**src/design/gbts_pkg.sv**
```systemverilog
`timescale 1ns / 1ps

package gbts_pkg;

   localparam int CAPACITY = 1024;
   localparam int ADDR_W   = $clog2(CAPACITY);
   localparam int PTR_W    = $clog2(CAPACITY + 1);
   localparam int POS_W    = 11;
   localparam int LEN_W    = 11;
   localparam int CHAR_W   = 8;
   localparam int CMP_W    = (PTR_W > POS_W) ? PTR_W : POS_W;

   typedef enum logic [1:0] {
      REQ_INSERT       = 2'd0,
      REQ_REMOVE_ONE   = 2'd1,
      REQ_REMOVE_RANGE = 2'd2,
      REQ_READ         = 2'd3
   } req_kind_type;

   typedef enum logic [1:0] {
      STATUS_DONE   = 2'd0,
      STATUS_BOUNDS = 2'd1,
      STATUS_FULL   = 2'd2
   } status_code_type;

   typedef struct packed {
      req_kind_type      req_type;
      logic [POS_W-1:0]  position;
      logic [POS_W-1:0]  range_end;
      logic [CHAR_W-1:0] char_in;
   } req_item_type;

   typedef struct packed {
      status_code_type   status;
      logic [CHAR_W-1:0] char_out;
      logic [LEN_W-1:0]  text_length;
   } rsp_item_type;

   typedef struct packed {
      logic              we;
      logic [ADDR_W-1:0] waddr;
      logic [CHAR_W-1:0] wdata;
      logic [ADDR_W-1:0] raddr;
   } mem_port_type;

endpackage

```
**src/design/gbts_engine.sv**
```systemverilog
`timescale 1ns / 1ps

module gbts_engine
   import gbts_pkg::*;
(
   input  logic              clock,
   input  logic              reset,
   input  logic              req_valid,
   output logic              req_ready,
   input  req_item_type      req_data,
   input  logic              out_free,
   output logic              done_valid,
   output rsp_item_type      done_item,
   output mem_port_type      mem_port,
   input  logic [CHAR_W-1:0] rd_data
);

   typedef enum logic [2:0] {
      S_IDLE,
      S_MOVE,
      S_APPLY,
      S_READ,
      S_DONE
   } state_type;

   state_type         state_ff, state_in;
   logic [PTR_W-1:0]  gap_first_ff, gap_first_in;
   logic [PTR_W-1:0]  gap_past_ff, gap_past_in;
   req_kind_type      kind_ff, kind_in;
   logic [CMP_W-1:0]  pos_ff, pos_in;
   logic [CMP_W-1:0]  span_ff, span_in;
   logic [CHAR_W-1:0] ch_ff, ch_in;
   logic              pend_ff, pend_in;
   logic [ADDR_W-1:0] wr_addr_ff, wr_addr_in;
   status_code_type   status_ff, status_in;
   logic [CHAR_W-1:0] char_ff, char_in;

   logic [PTR_W-1:0]  gap_size;
   logic [PTR_W-1:0]  text_len;
   logic [CMP_W-1:0]  len_x;
   logic [CMP_W-1:0]  req_pos_x;
   logic [CMP_W-1:0]  req_end_x;
   logic [CMP_W-1:0]  gap_first_x;
   logic [CMP_W-1:0]  phys_x;
   logic [PTR_W-1:0]  gap_first_dec;
   logic [PTR_W-1:0]  gap_past_dec;
   logic              move_left;
   logic              at_target;

   assign gap_size    = gap_past_ff - gap_first_ff;
   assign text_len    = PTR_W'(CAPACITY) - gap_size;
   assign len_x       = CMP_W'(text_len);
   assign req_pos_x   = CMP_W'(req_data.position);
   assign req_end_x   = CMP_W'(req_data.range_end);
   assign gap_first_x = CMP_W'(gap_first_ff);
   // Physical cell of a read: positions at or past the gap skip over it.
   assign phys_x      = (req_pos_x < gap_first_x) ? req_pos_x
                                                  : req_pos_x + CMP_W'(gap_size);
   assign gap_first_dec = gap_first_ff - PTR_W'(1);
   assign gap_past_dec  = gap_past_ff - PTR_W'(1);
   assign move_left     = pos_ff < gap_first_x;
   assign at_target     = pos_ff == gap_first_x;

   always_comb begin
      state_in     = state_ff;
      gap_first_in = gap_first_ff;
      gap_past_in  = gap_past_ff;
      kind_in      = kind_ff;
      pos_in       = pos_ff;
      span_in      = span_ff;
      ch_in        = ch_ff;
      pend_in      = 1'b0;
      wr_addr_in   = wr_addr_ff;
      status_in    = status_ff;
      char_in      = char_ff;

      mem_port.we    = 1'b0;
      mem_port.waddr = wr_addr_ff;
      mem_port.wdata = rd_data;
      mem_port.raddr = phys_x[ADDR_W-1:0];

      unique case (state_ff)
         S_IDLE: begin
            if (req_valid) begin
               kind_in   = req_data.req_type;
               pos_in    = req_pos_x;
               span_in   = req_end_x - req_pos_x;
               ch_in     = req_data.char_in;
               char_in   = '0;
               status_in = STATUS_DONE;
               state_in  = S_MOVE;
               unique case (req_data.req_type)
                  REQ_INSERT: begin
                     if (req_pos_x > len_x) begin
                        status_in = STATUS_BOUNDS;
                        state_in  = S_DONE;
                     end else if (text_len >= PTR_W'(CAPACITY)) begin
                        status_in = STATUS_FULL;
                        state_in  = S_DONE;
                     end
                  end
                  REQ_REMOVE_ONE: begin
                     if (req_pos_x >= len_x) begin
                        status_in = STATUS_BOUNDS;
                        state_in  = S_DONE;
                     end
                  end
                  REQ_REMOVE_RANGE: begin
                     if (req_pos_x > req_end_x || req_end_x > len_x) begin
                        status_in = STATUS_BOUNDS;
                        state_in  = S_DONE;
                     end
                  end
                  REQ_READ: begin
                     // The read address is presented this cycle; data lands next.
                     if (req_pos_x >= len_x) begin
                        status_in = STATUS_BOUNDS;
                        state_in  = S_DONE;
                     end else begin
                        state_in = S_READ;
                     end
                  end
                  default: begin
                     state_in = S_DONE;
                  end
               endcase
            end
         end
         S_MOVE: begin
            // A character read in the previous cycle is written to its new cell.
            mem_port.we = pend_ff;
            if (at_target) begin
               state_in = S_APPLY;
            end else if (move_left) begin
               mem_port.raddr = gap_first_dec[ADDR_W-1:0];
               wr_addr_in     = gap_past_dec[ADDR_W-1:0];
               pend_in        = 1'b1;
               gap_first_in   = gap_first_dec;
               gap_past_in    = gap_past_dec;
            end else begin
               mem_port.raddr = gap_past_ff[ADDR_W-1:0];
               wr_addr_in     = gap_first_ff[ADDR_W-1:0];
               pend_in        = 1'b1;
               gap_first_in   = gap_first_ff + PTR_W'(1);
               gap_past_in    = gap_past_ff + PTR_W'(1);
            end
         end
         S_APPLY: begin
            state_in = S_DONE;
            case (kind_ff)
               REQ_INSERT: begin
                  mem_port.we    = 1'b1;
                  mem_port.waddr = gap_first_ff[ADDR_W-1:0];
                  mem_port.wdata = ch_ff;
                  gap_first_in   = gap_first_ff + PTR_W'(1);
               end
               REQ_REMOVE_ONE: begin
                  gap_past_in = gap_past_ff + PTR_W'(1);
               end
               default: begin
                  gap_past_in = gap_past_ff + PTR_W'(span_ff);
               end
            endcase
         end
         S_READ: begin
            char_in  = rd_data;
            state_in = S_DONE;
         end
         S_DONE: begin
            if (out_free) begin
               state_in = S_IDLE;
            end
         end
         default: begin
            state_in = S_IDLE;
         end
      endcase
   end

   always_ff @(posedge clock) begin
      if (reset) begin
         state_ff     <= S_IDLE;
         gap_first_ff <= '0;
         gap_past_ff  <= PTR_W'(CAPACITY);
         pend_ff      <= 1'b0;
      end else begin
         state_ff     <= state_in;
         gap_first_ff <= gap_first_in;
         gap_past_ff  <= gap_past_in;
         pend_ff      <= pend_in;
      end
      kind_ff    <= kind_in;
      pos_ff     <= pos_in;
      span_ff    <= span_in;
      ch_ff      <= ch_in;
      wr_addr_ff <= wr_addr_in;
      status_ff  <= status_in;
      char_ff    <= char_in;
   end

   assign req_ready             = state_ff == S_IDLE;
   assign done_valid            = state_ff == S_DONE;
   assign done_item.status      = status_ff;
   assign done_item.char_out    = char_ff;
   assign done_item.text_length = LEN_W'(text_len);

endmodule

```
**config.mk**
```make
export PLATFORM = sky130hd
export DESIGN_NAME = gbts_engine
export DESIGN_NICKNAME = d
export VERILOG_FILES = /design/src/design/gbts_pkg.sv /design/src/design/gbts_engine.sv
export SDC_FILE = /design/constraint.sdc
export NUM_CORES = 1
export LEC_CHECK = 0
export BUFFER_PORTS_ARGS = -buffer_cell sky130_fd_sc_hd__buf_2
export CELL_PAD_IN_SITES_DETAIL_PLACEMENT = 1
export CELL_PAD_IN_SITES_GLOBAL_PLACEMENT = 2
export CORE_MARGIN = 2
export CORE_UTILIZATION = 32
export DETAILED_ROUTE_END_ITERATION = 7
export PLACE_DENSITY_LB_ADDON = 0.1
export SETUP_SLACK_MARGIN = 0.2
export SLEW_MARGIN = 20
export SYNTH_ARGS = -nofsm -noshare
export SYNTH_HDL_FRONTEND = slang
export SYNTH_SLANG_ARGS = --single-unit
```
**constraint.sdc**
```tcl
create_clock -name clock -period 4.5 [get_ports clock]
set_clock_uncertainty 0.05 [all_clocks]
set_input_delay 0.225 -clock clock [delete_from_list [all_inputs] [get_ports clock]]
set_output_delay 0.225 -clock clock [all_outputs]
set_load 0.03 [all_outputs]
```
==> reports/metrics.cfg, run 1 <==
[status]
status=completed

[global_route]
top_usage_layer=met2
grt_pass1_vias=7237
use_met3_pct=2.66
use_met1_pct=32.8
grt_pass1_wl_mm=42.4
antenna_found_initial=0
globalRouteOverflowTotal=0
grt_use_met2_pct=37.7
grt_max_degree=33
grt_use_total_pct=23.0

[critical_path]
endpoint=state_ff[0]
arrival_ns=4.64
crit_start=gap_past_ff[0]
required_ns=4.75
reg2reg_depth=19
crit_fanout=5
cp_common_cell=ha_4
crit_slowest_cell=fa_2
path_cells=inv_4, ha_4, fa_2, ha_4, nand3b_1, mux2_4, a211o_4, nor3_4, xnor2_4, inv_2, ha_4, o211ai_1, a21oi_1, a211oi_2, nor2b_1, maj3_2, a211o_4, a2111o_1, a21oi_2
start_kind=flip-flop
max_stage_delay_ns=0.58
rrSetupSlack_ns=0.11
end_kind=flip-flop
reg2reg_from=gap_past_ff[0]
worstSetupPathType=reg -> reg
r2r_end=state_ff[0]

[finish]
stdcell_count=1313
drive_gt1_share_pct=24.4
antenna_cells=0
area_growth_pct=26.5
nNetsFinal=1155

[synthesis]
seq_area_frac_synth_pct=28.0
yosys-top-cells-count=ha_1 (84), nand2_1 (80), nor2_1 (68), inv_1 (62), a21oi_1 (56)
synth_edf_count=52
netlist_instances=886
syn_area_um2=7440
synth_most_common_cell=ha_1
yosys_warnings=0
syn_avg_cell_area_um2=8.40
yosys-top-cells-area=edfxtp_1 (21%), ha_1 (14%), dfxtp_1 (7.0%), xnor2_1 (6.4%), nand2_1 (4.0%)
synth_cell_types=82
synth-seq-cells=78
synth_nets=1018
synthArstFlopShare_pct=0
synth_top_area_share_pct=21.0
yosysTopAreaCell=edfxtp_1
yosys_most_used_dff=edfxtp_1

[die]
die_h_um=156
core_area_um2=22700
num_rows=55
ios=96
initial_core_util_pct=32.8
die_w_um=156
die_area_um2=24500

[timing]
min_period_over_period_pct=97.6
hold_ws_ns=0.0841
setup_tns_ns=0
worstMarginPinSlew_ns=1.15
maxSlewViolCount=0
period_needed_ns=4.39
hold_viol=0
max_freq_mhz=228
rsz0062_at_grt=true
timing.slew.headroom_pct=23.1
setup_violations=0

[routing]
ant_nets=0
post_drt_wl_per_cell_um=21.0
firstDrtPassIters=5
drt-initial-drc-count=277
drc_errors=0
vias=7062
via_per_inst=5.38
wl_mm=27.5

[clocking]
clock_path_buffers=2
h-tree-depth=3
clkTransAtPathRegs_ns=0.07
cts.sinks=78
cts_buffers=9
clockRootBuffer=clkbuf_16
insertion_delay_ns=0.35
cts_tree=built

[run]
maxCapViolations=0

[placement]
port_buffers=95
place_hpwl_mm=21.7
place_congestion=0.832
dp_cells=1271

[min_path]
worstHoldPathType=in -> reg

-- sequential cells by signal (all words and copies together) (netlist names) --
register / flops
kind_ff: 2
span_ff: 11
wr_addr_ff: 10
gap_first_ff: 11
gap_past_ff: 11
pend_ff: 1
status_ff: 2
char_ff: 8
state_ff: 3
pos_ff: 11
ch_ff: 8
-- metrics by stage --
| step | area (µm²) | setup slack (ns) | util, % |
|---|---|---|---|
| after floorplan | 7620 | 0.0539 | - |
| after global placement | 8650 | 0.0463 | 38.1 |
| after detailed placement | 8650 | -0.0239 | 38.1 |
| after CTS | 9220 | 0.0111 | 40.6 |
| after global routing | 9410 | -0.0925 | 41.4 |
| final | 9410 | 0.107 | 41.4 |
-- cell families (layout without fill, tap and decap cells) --
| kind of cell | after synthesis | in the layout | share of synthesized area [%] |
|---|---|---|---|
| compound gates | 227 | 227 | 20.4 |
| buf+inv | 107 | 249 | 5.65 |
| fa+ha+maj | 91 | 91 | 15.6 |
| mux | 14 | 14 | 2.00 |
| simple gates | 298 | 298 | 19.8 |
| xor+xnor | 71 | 71 | 8.46 |
| flops | 78 | 78 | 28.0 |
-- final cells by class --
type	count	area [µm²]
tap	285	357
multi-input combinational	701	5320
fill	2718	13300
sequential	78	2090
clock buffer	9	225
inverter	64	243
clock inverter	7	81.3
timing repair buffer	169	1090
-- what timing repair did --
item | in CTS | in global routing
endpoints found under the hold margin | 8 | 0
endpoints found under the setup margin | 6 | 9
hold buffers | 8 | 0
pin swaps | 11 | 19
cloned | 0 | 0
gates resized for setup | 18 | 27
buffers inserted | 11 | 7
-- critical path, delay by kind of cell, from the launching register on --
family,cells,cell delay (ns)
fa+ha+maj,5,1.40
compound gates,7,1.56
xor+xnor,1,0.15
buf+inv,2,0.11
flops,1,0.35
simple gates,3,0.42
mux,1,0.29
-- worst min path at each step --
stage / startpoint / end / slack, ns / depth (start not counted)
3_3_place_gp: req_data[2] / ch_ff[2] / 0.35 / 1
3_5_place_dp: req_data[2] / ch_ff[2] / 0.35 / 1
4_1_cts: req_data[31] / kind_ff[1] / 0.07 / 1
6_report: req_data[31] / kind_ff[1] / 0.08 / 1
2_1_floorplan: req_data[0] / ch_ff[0] / 0.27 / 0
5_1_grt: req_data[31] / kind_ff[1] / 0.08 / 1
-- routing by layer --
metal	wire [µm]	vias up
met3	780	17
met1	13500	3440
met5	0	-
met2	13000	122
met4	252	0
li1	-	3483
-- cell usage in the layout (no fill, tap or decap), types with 14 or more instances in the layout --
| cell type | synthesis | layout |
|---|---|---|
| nand3_1 | 29 | 28 |
| buf_4 | 2 | 62 |
| xnor2_1 | 54 | 50 |
| and3_1 | 18 | 18 |
| nand2_1 | 80 | 80 |
| a21oi_1 | 56 | 48 |
| o21ai_0 | 50 | 47 |
| dfxtp_1 | 26 | 24 |
| xor2_1 | 16 | 14 |
| inv_1 | 62 | 56 |
| edfxtp_1 | 52 | 52 |
| buf_2 | 3 | 94 |
| ha_1 | 84 | 74 |
| a21o_1 | 16 | 16 |
| a211oi_1 | 17 | 15 |
| nor2_1 | 68 | 68 |
| nor3_1 | 30 | 28 |
Power of run 1 is not shown: default switching activity piles up to over one toggle a cycle in this logic, so the estimate is an artifact.
==> inputs of run 2 (changes only) <==
--- a/config.mk
+++ b/config.mk
@@ -5,11 +5,13 @@
 export SDC_FILE = /design/constraint.sdc
 export NUM_CORES = 1
 export LEC_CHECK = 0
+export ABC_AREA = 1
 export BUFFER_PORTS_ARGS = -buffer_cell sky130_fd_sc_hd__buf_2
 export CELL_PAD_IN_SITES_DETAIL_PLACEMENT = 1
 export CELL_PAD_IN_SITES_GLOBAL_PLACEMENT = 2
 export CORE_MARGIN = 2
-export CORE_UTILIZATION = 32
+export CORE_UTILIZATION = 30
+export CTS_CLUSTER_SIZE = 16
 export DETAILED_ROUTE_END_ITERATION = 7
 export PLACE_DENSITY_LB_ADDON = 0.1
 export SETUP_SLACK_MARGIN = 0.2
==> reports/metrics.cfg, run 2 <==
[critical_path]
max_stage_delay_ns=0.63  ; was 0.58 ns
crit_fanout=6  ; was 5
worstSetupPathType=reg -> out  ; was reg -> reg
cp.buffers_inverters=5  ; was 2
crit_family=adder cells  ; was compound AO/OA/AOI/OAI gates
start_kind=flip-flop  ; unchanged
path_cells=inv_2, ha_2, fa_2, inv_1, fa_1, nand3_1, nand2_1, a21oi_1, inv_1, a21oi_1, inv_1, a21oi_1, o21ai_0, xor2_1, a21oi_2, a22oi_1, buf_2  ; was inv_4, ha_4, fa_2, ha_4, nand3b_1, mux2_4, a211o_4, nor3_4, xnor2_4, inv_2, ha_4, o211ai_1, a21oi_1, a211oi_2, nor2b_1, maj3_2, a211o_4, a2111o_1, a21oi_2
arrival_ns=3.71  ; was 4.64 ns
crit_slowest_cell=fa_2  ; unchanged
end_kind=output port  ; was flip-flop
worstSetupPathDepth=17  ; was 19
required_ns=4.22  ; was 4.75 ns
reg2reg_depth=25  ; was 19

[die]
initial_core_util_pct=30.3  ; was 32.8%
die_area_um2=25600  ; was 24500 µm²
die_h_um=160  ; was 156 µm
core_area_um2=24100  ; was 22700 µm²
ios=96  ; unchanged
die_w_um=160  ; was 156 µm
num_rows=57  ; was 55

[routing]
drc_errors=0  ; unchanged
drt-initial-drc-count=258  ; was 277
firstDrtPassIters=4  ; was 5
post_drt_wl_per_cell_um=18.6  ; was 21.0 µm
via_per_inst=4.85  ; was 5.38
ant_nets=0  ; unchanged
wl_mm=27.1  ; was 27.5 mm
vias=7097  ; was 7062

[clocking]
cts_buffers=9  ; unchanged
h-tree-depth=3  ; unchanged
clock_path_buffers=2  ; unchanged
cts.sinks=78  ; unchanged
insertion_delay_ns=0.35  ; about the same
clockRootBuffer=clkbuf_16  ; unchanged
cts_tree=built  ; unchanged
clkTransAtPathRegs_ns=0.07  ; about the same

[run]
maxCapViolations=0  ; unchanged

[timing]
timing.slew.headroom_pct=28.9  ; was 23.1%
setup_tns_ns=0  ; unchanged
max_freq_mhz=251  ; was 228 MHz
hold_viol=0  ; unchanged
maxSlewViolCount=0  ; unchanged
setup_violations=0  ; unchanged
worstMarginPinSlew_ns=1.06  ; was 1.15 ns
rsz0062_at_grt=true  ; unchanged
min_period_over_period_pct=88.5  ; was 97.6%
period_needed_ns=3.98  ; was 4.39 ns

[synthesis]
seq_area_frac_synth_pct=28.5  ; was 28.0%
yosys_warnings=0  ; unchanged
yosys-top-cells-count=nand2_1 (228), inv_1 (141), o21ai_0 (95), a21oi_1 (86), ha_1 (84)  ; was ha_1 (84), nand2_1 (80), nor2_1 (68), inv_1 (62), a21oi_1 (56)
synth_nets=1150  ; was 1018
syn_area_um2=7310  ; was 7440 µm²
synthArstFlopShare_pct=0  ; unchanged
yosys_most_used_dff=edfxtp_1  ; unchanged
synth-seq-cells=78  ; unchanged
syn_avg_cell_area_um2=7.18  ; was 8.40 µm²
synth_edf_count=52  ; unchanged
yosys-top-cells-area=edfxtp_1 (21%), ha_1 (14%), nand2_1 (12%), inv_1 (7.2%), dfxtp_1 (7.1%)  ; was edfxtp_1 (21%), ha_1 (14%), dfxtp_1 (7.0%), xnor2_1 (6.4%), nand2_1 (4.0%)
synth_most_common_cell=nand2_1  ; was ha_1
synth_cell_types=49  ; was 82
yosysTopAreaCell=edfxtp_1  ; unchanged
netlist_instances=1018  ; was 886
synth_top_area_share_pct=21.4  ; was 21.0%

[global_route]
grt_use_total_pct=21.5  ; was 23.0%
grt_pass1_wl_mm=42.2  ; was 42.4 mm
antenna_found_initial=0  ; unchanged
grt_pass1_vias=7271  ; was 7237
globalRouteOverflowTotal=0  ; unchanged
grt_max_degree=36  ; was 33

[min_path]
worstHoldPathType=in -> reg  ; unchanged
hold_depth=1  ; unchanged

[finish]
nNetsFinal=1265  ; was 1155
final_cell_mix=nand2_1 (227), inv_1 (140), buf_2 (94), o21ai_0 (92), a21oi_1 (82)  ; was buf_2 (94), nand2_1 (80), ha_1 (74), nor2_1 (68), buf_4 (62)
layout_commonest_cell=nand2_1  ; was buf_2
area_growth_pct=19.9  ; was 26.5%
drive_gt1_share_pct=17.2  ; was 24.4%
antenna_cells=0  ; unchanged

[placement]
port_buffers=95  ; unchanged
place_hpwl_mm=22.4  ; was 21.7 mm
place_congestion=0.855  ; was 0.832

[status]
status=completed  ; unchanged

run 2: cell families after synthesis:
kind of cell | count (synthesis) | synth area share, %
adders and majority gates | 88 | 15.5
DFF | 78 | 28.5
buffers and inverters | 176 | 9.17
and+or+nand+nor | 408 | 24.4
AOI/OAI and AO/OA | 223 | 17.0
xor gates and xnor gates | 45 | 5.49
run 2: path summary, 6_finish.rpt:
kind | start | endpoint | slack, ns
worst max-delay path | gap_past_ff[0] | mem_port[8] | 0.52
worst min-delay path | req_data[31] | kind_ff[1] | 0.07
worst max register to register | gap_past_ff[0] | state_ff[0] | 0.60
worst min register to register | gap_first_ff[3] | gap_first_ff[3] | 0.48
run 2: cell type report:
cell class	instances	area (µm²)
Clock buffer	9	225
Clock inverter	7	80.1
Fill cell	3088	15300
Inverter	151	567
Multi-Input combinational cell	764	4650
Sequential cell	78	2090
Tap cell	324	405
Timing Repair Buffer	129	753
run 2: stage by stage:
stage | hold slack [ns] | instances | utilization [%] | setup WS (ns) | cell area [µm²]
6_report | 0.0738 | 1462 | 36.4 | 0.516 | 8770
4_1_cts | 0.0556 | 1461 | 36.0 | 0.232 | 8680
2_1_floorplan | 0.274 | 1018 | - | 0.595 | 7310
3_5_place_dp | 0.353 | 1437 | 34.4 | 0.486 | 8280
5_1_grt | 0.0684 | 1462 | 36.4 | 0.192 | 8770
3_3_place_gp | 0.352 | 1437 | 34.4 | 0.616 | 8280
run 2: what timing repair did:
item,4_1_cts,5_1_grt
pin swaps,0,4
resized for setup,3,20
hold endpoints to repair,8,0
buffers inserted,0,1
hold buffers,8,0
endpoints found under the setup margin,1,2
run 2: routing by layer:
| metal | GRT usage [%] | share of wire, % | vias up |
|---|---|---|---|
| met1 | 30.2 | 50 | 3345 |
| met4 | 4.26 | 1.3 | 0 |
| met3 | 2.36 | 2.6 | 17 |
| met2 | 35.7 | 46 | 100 |
| li1 | - | - | 3635 |
| met5 | 0 | 0 | - |
Power of run 2 is left out for the same reason.
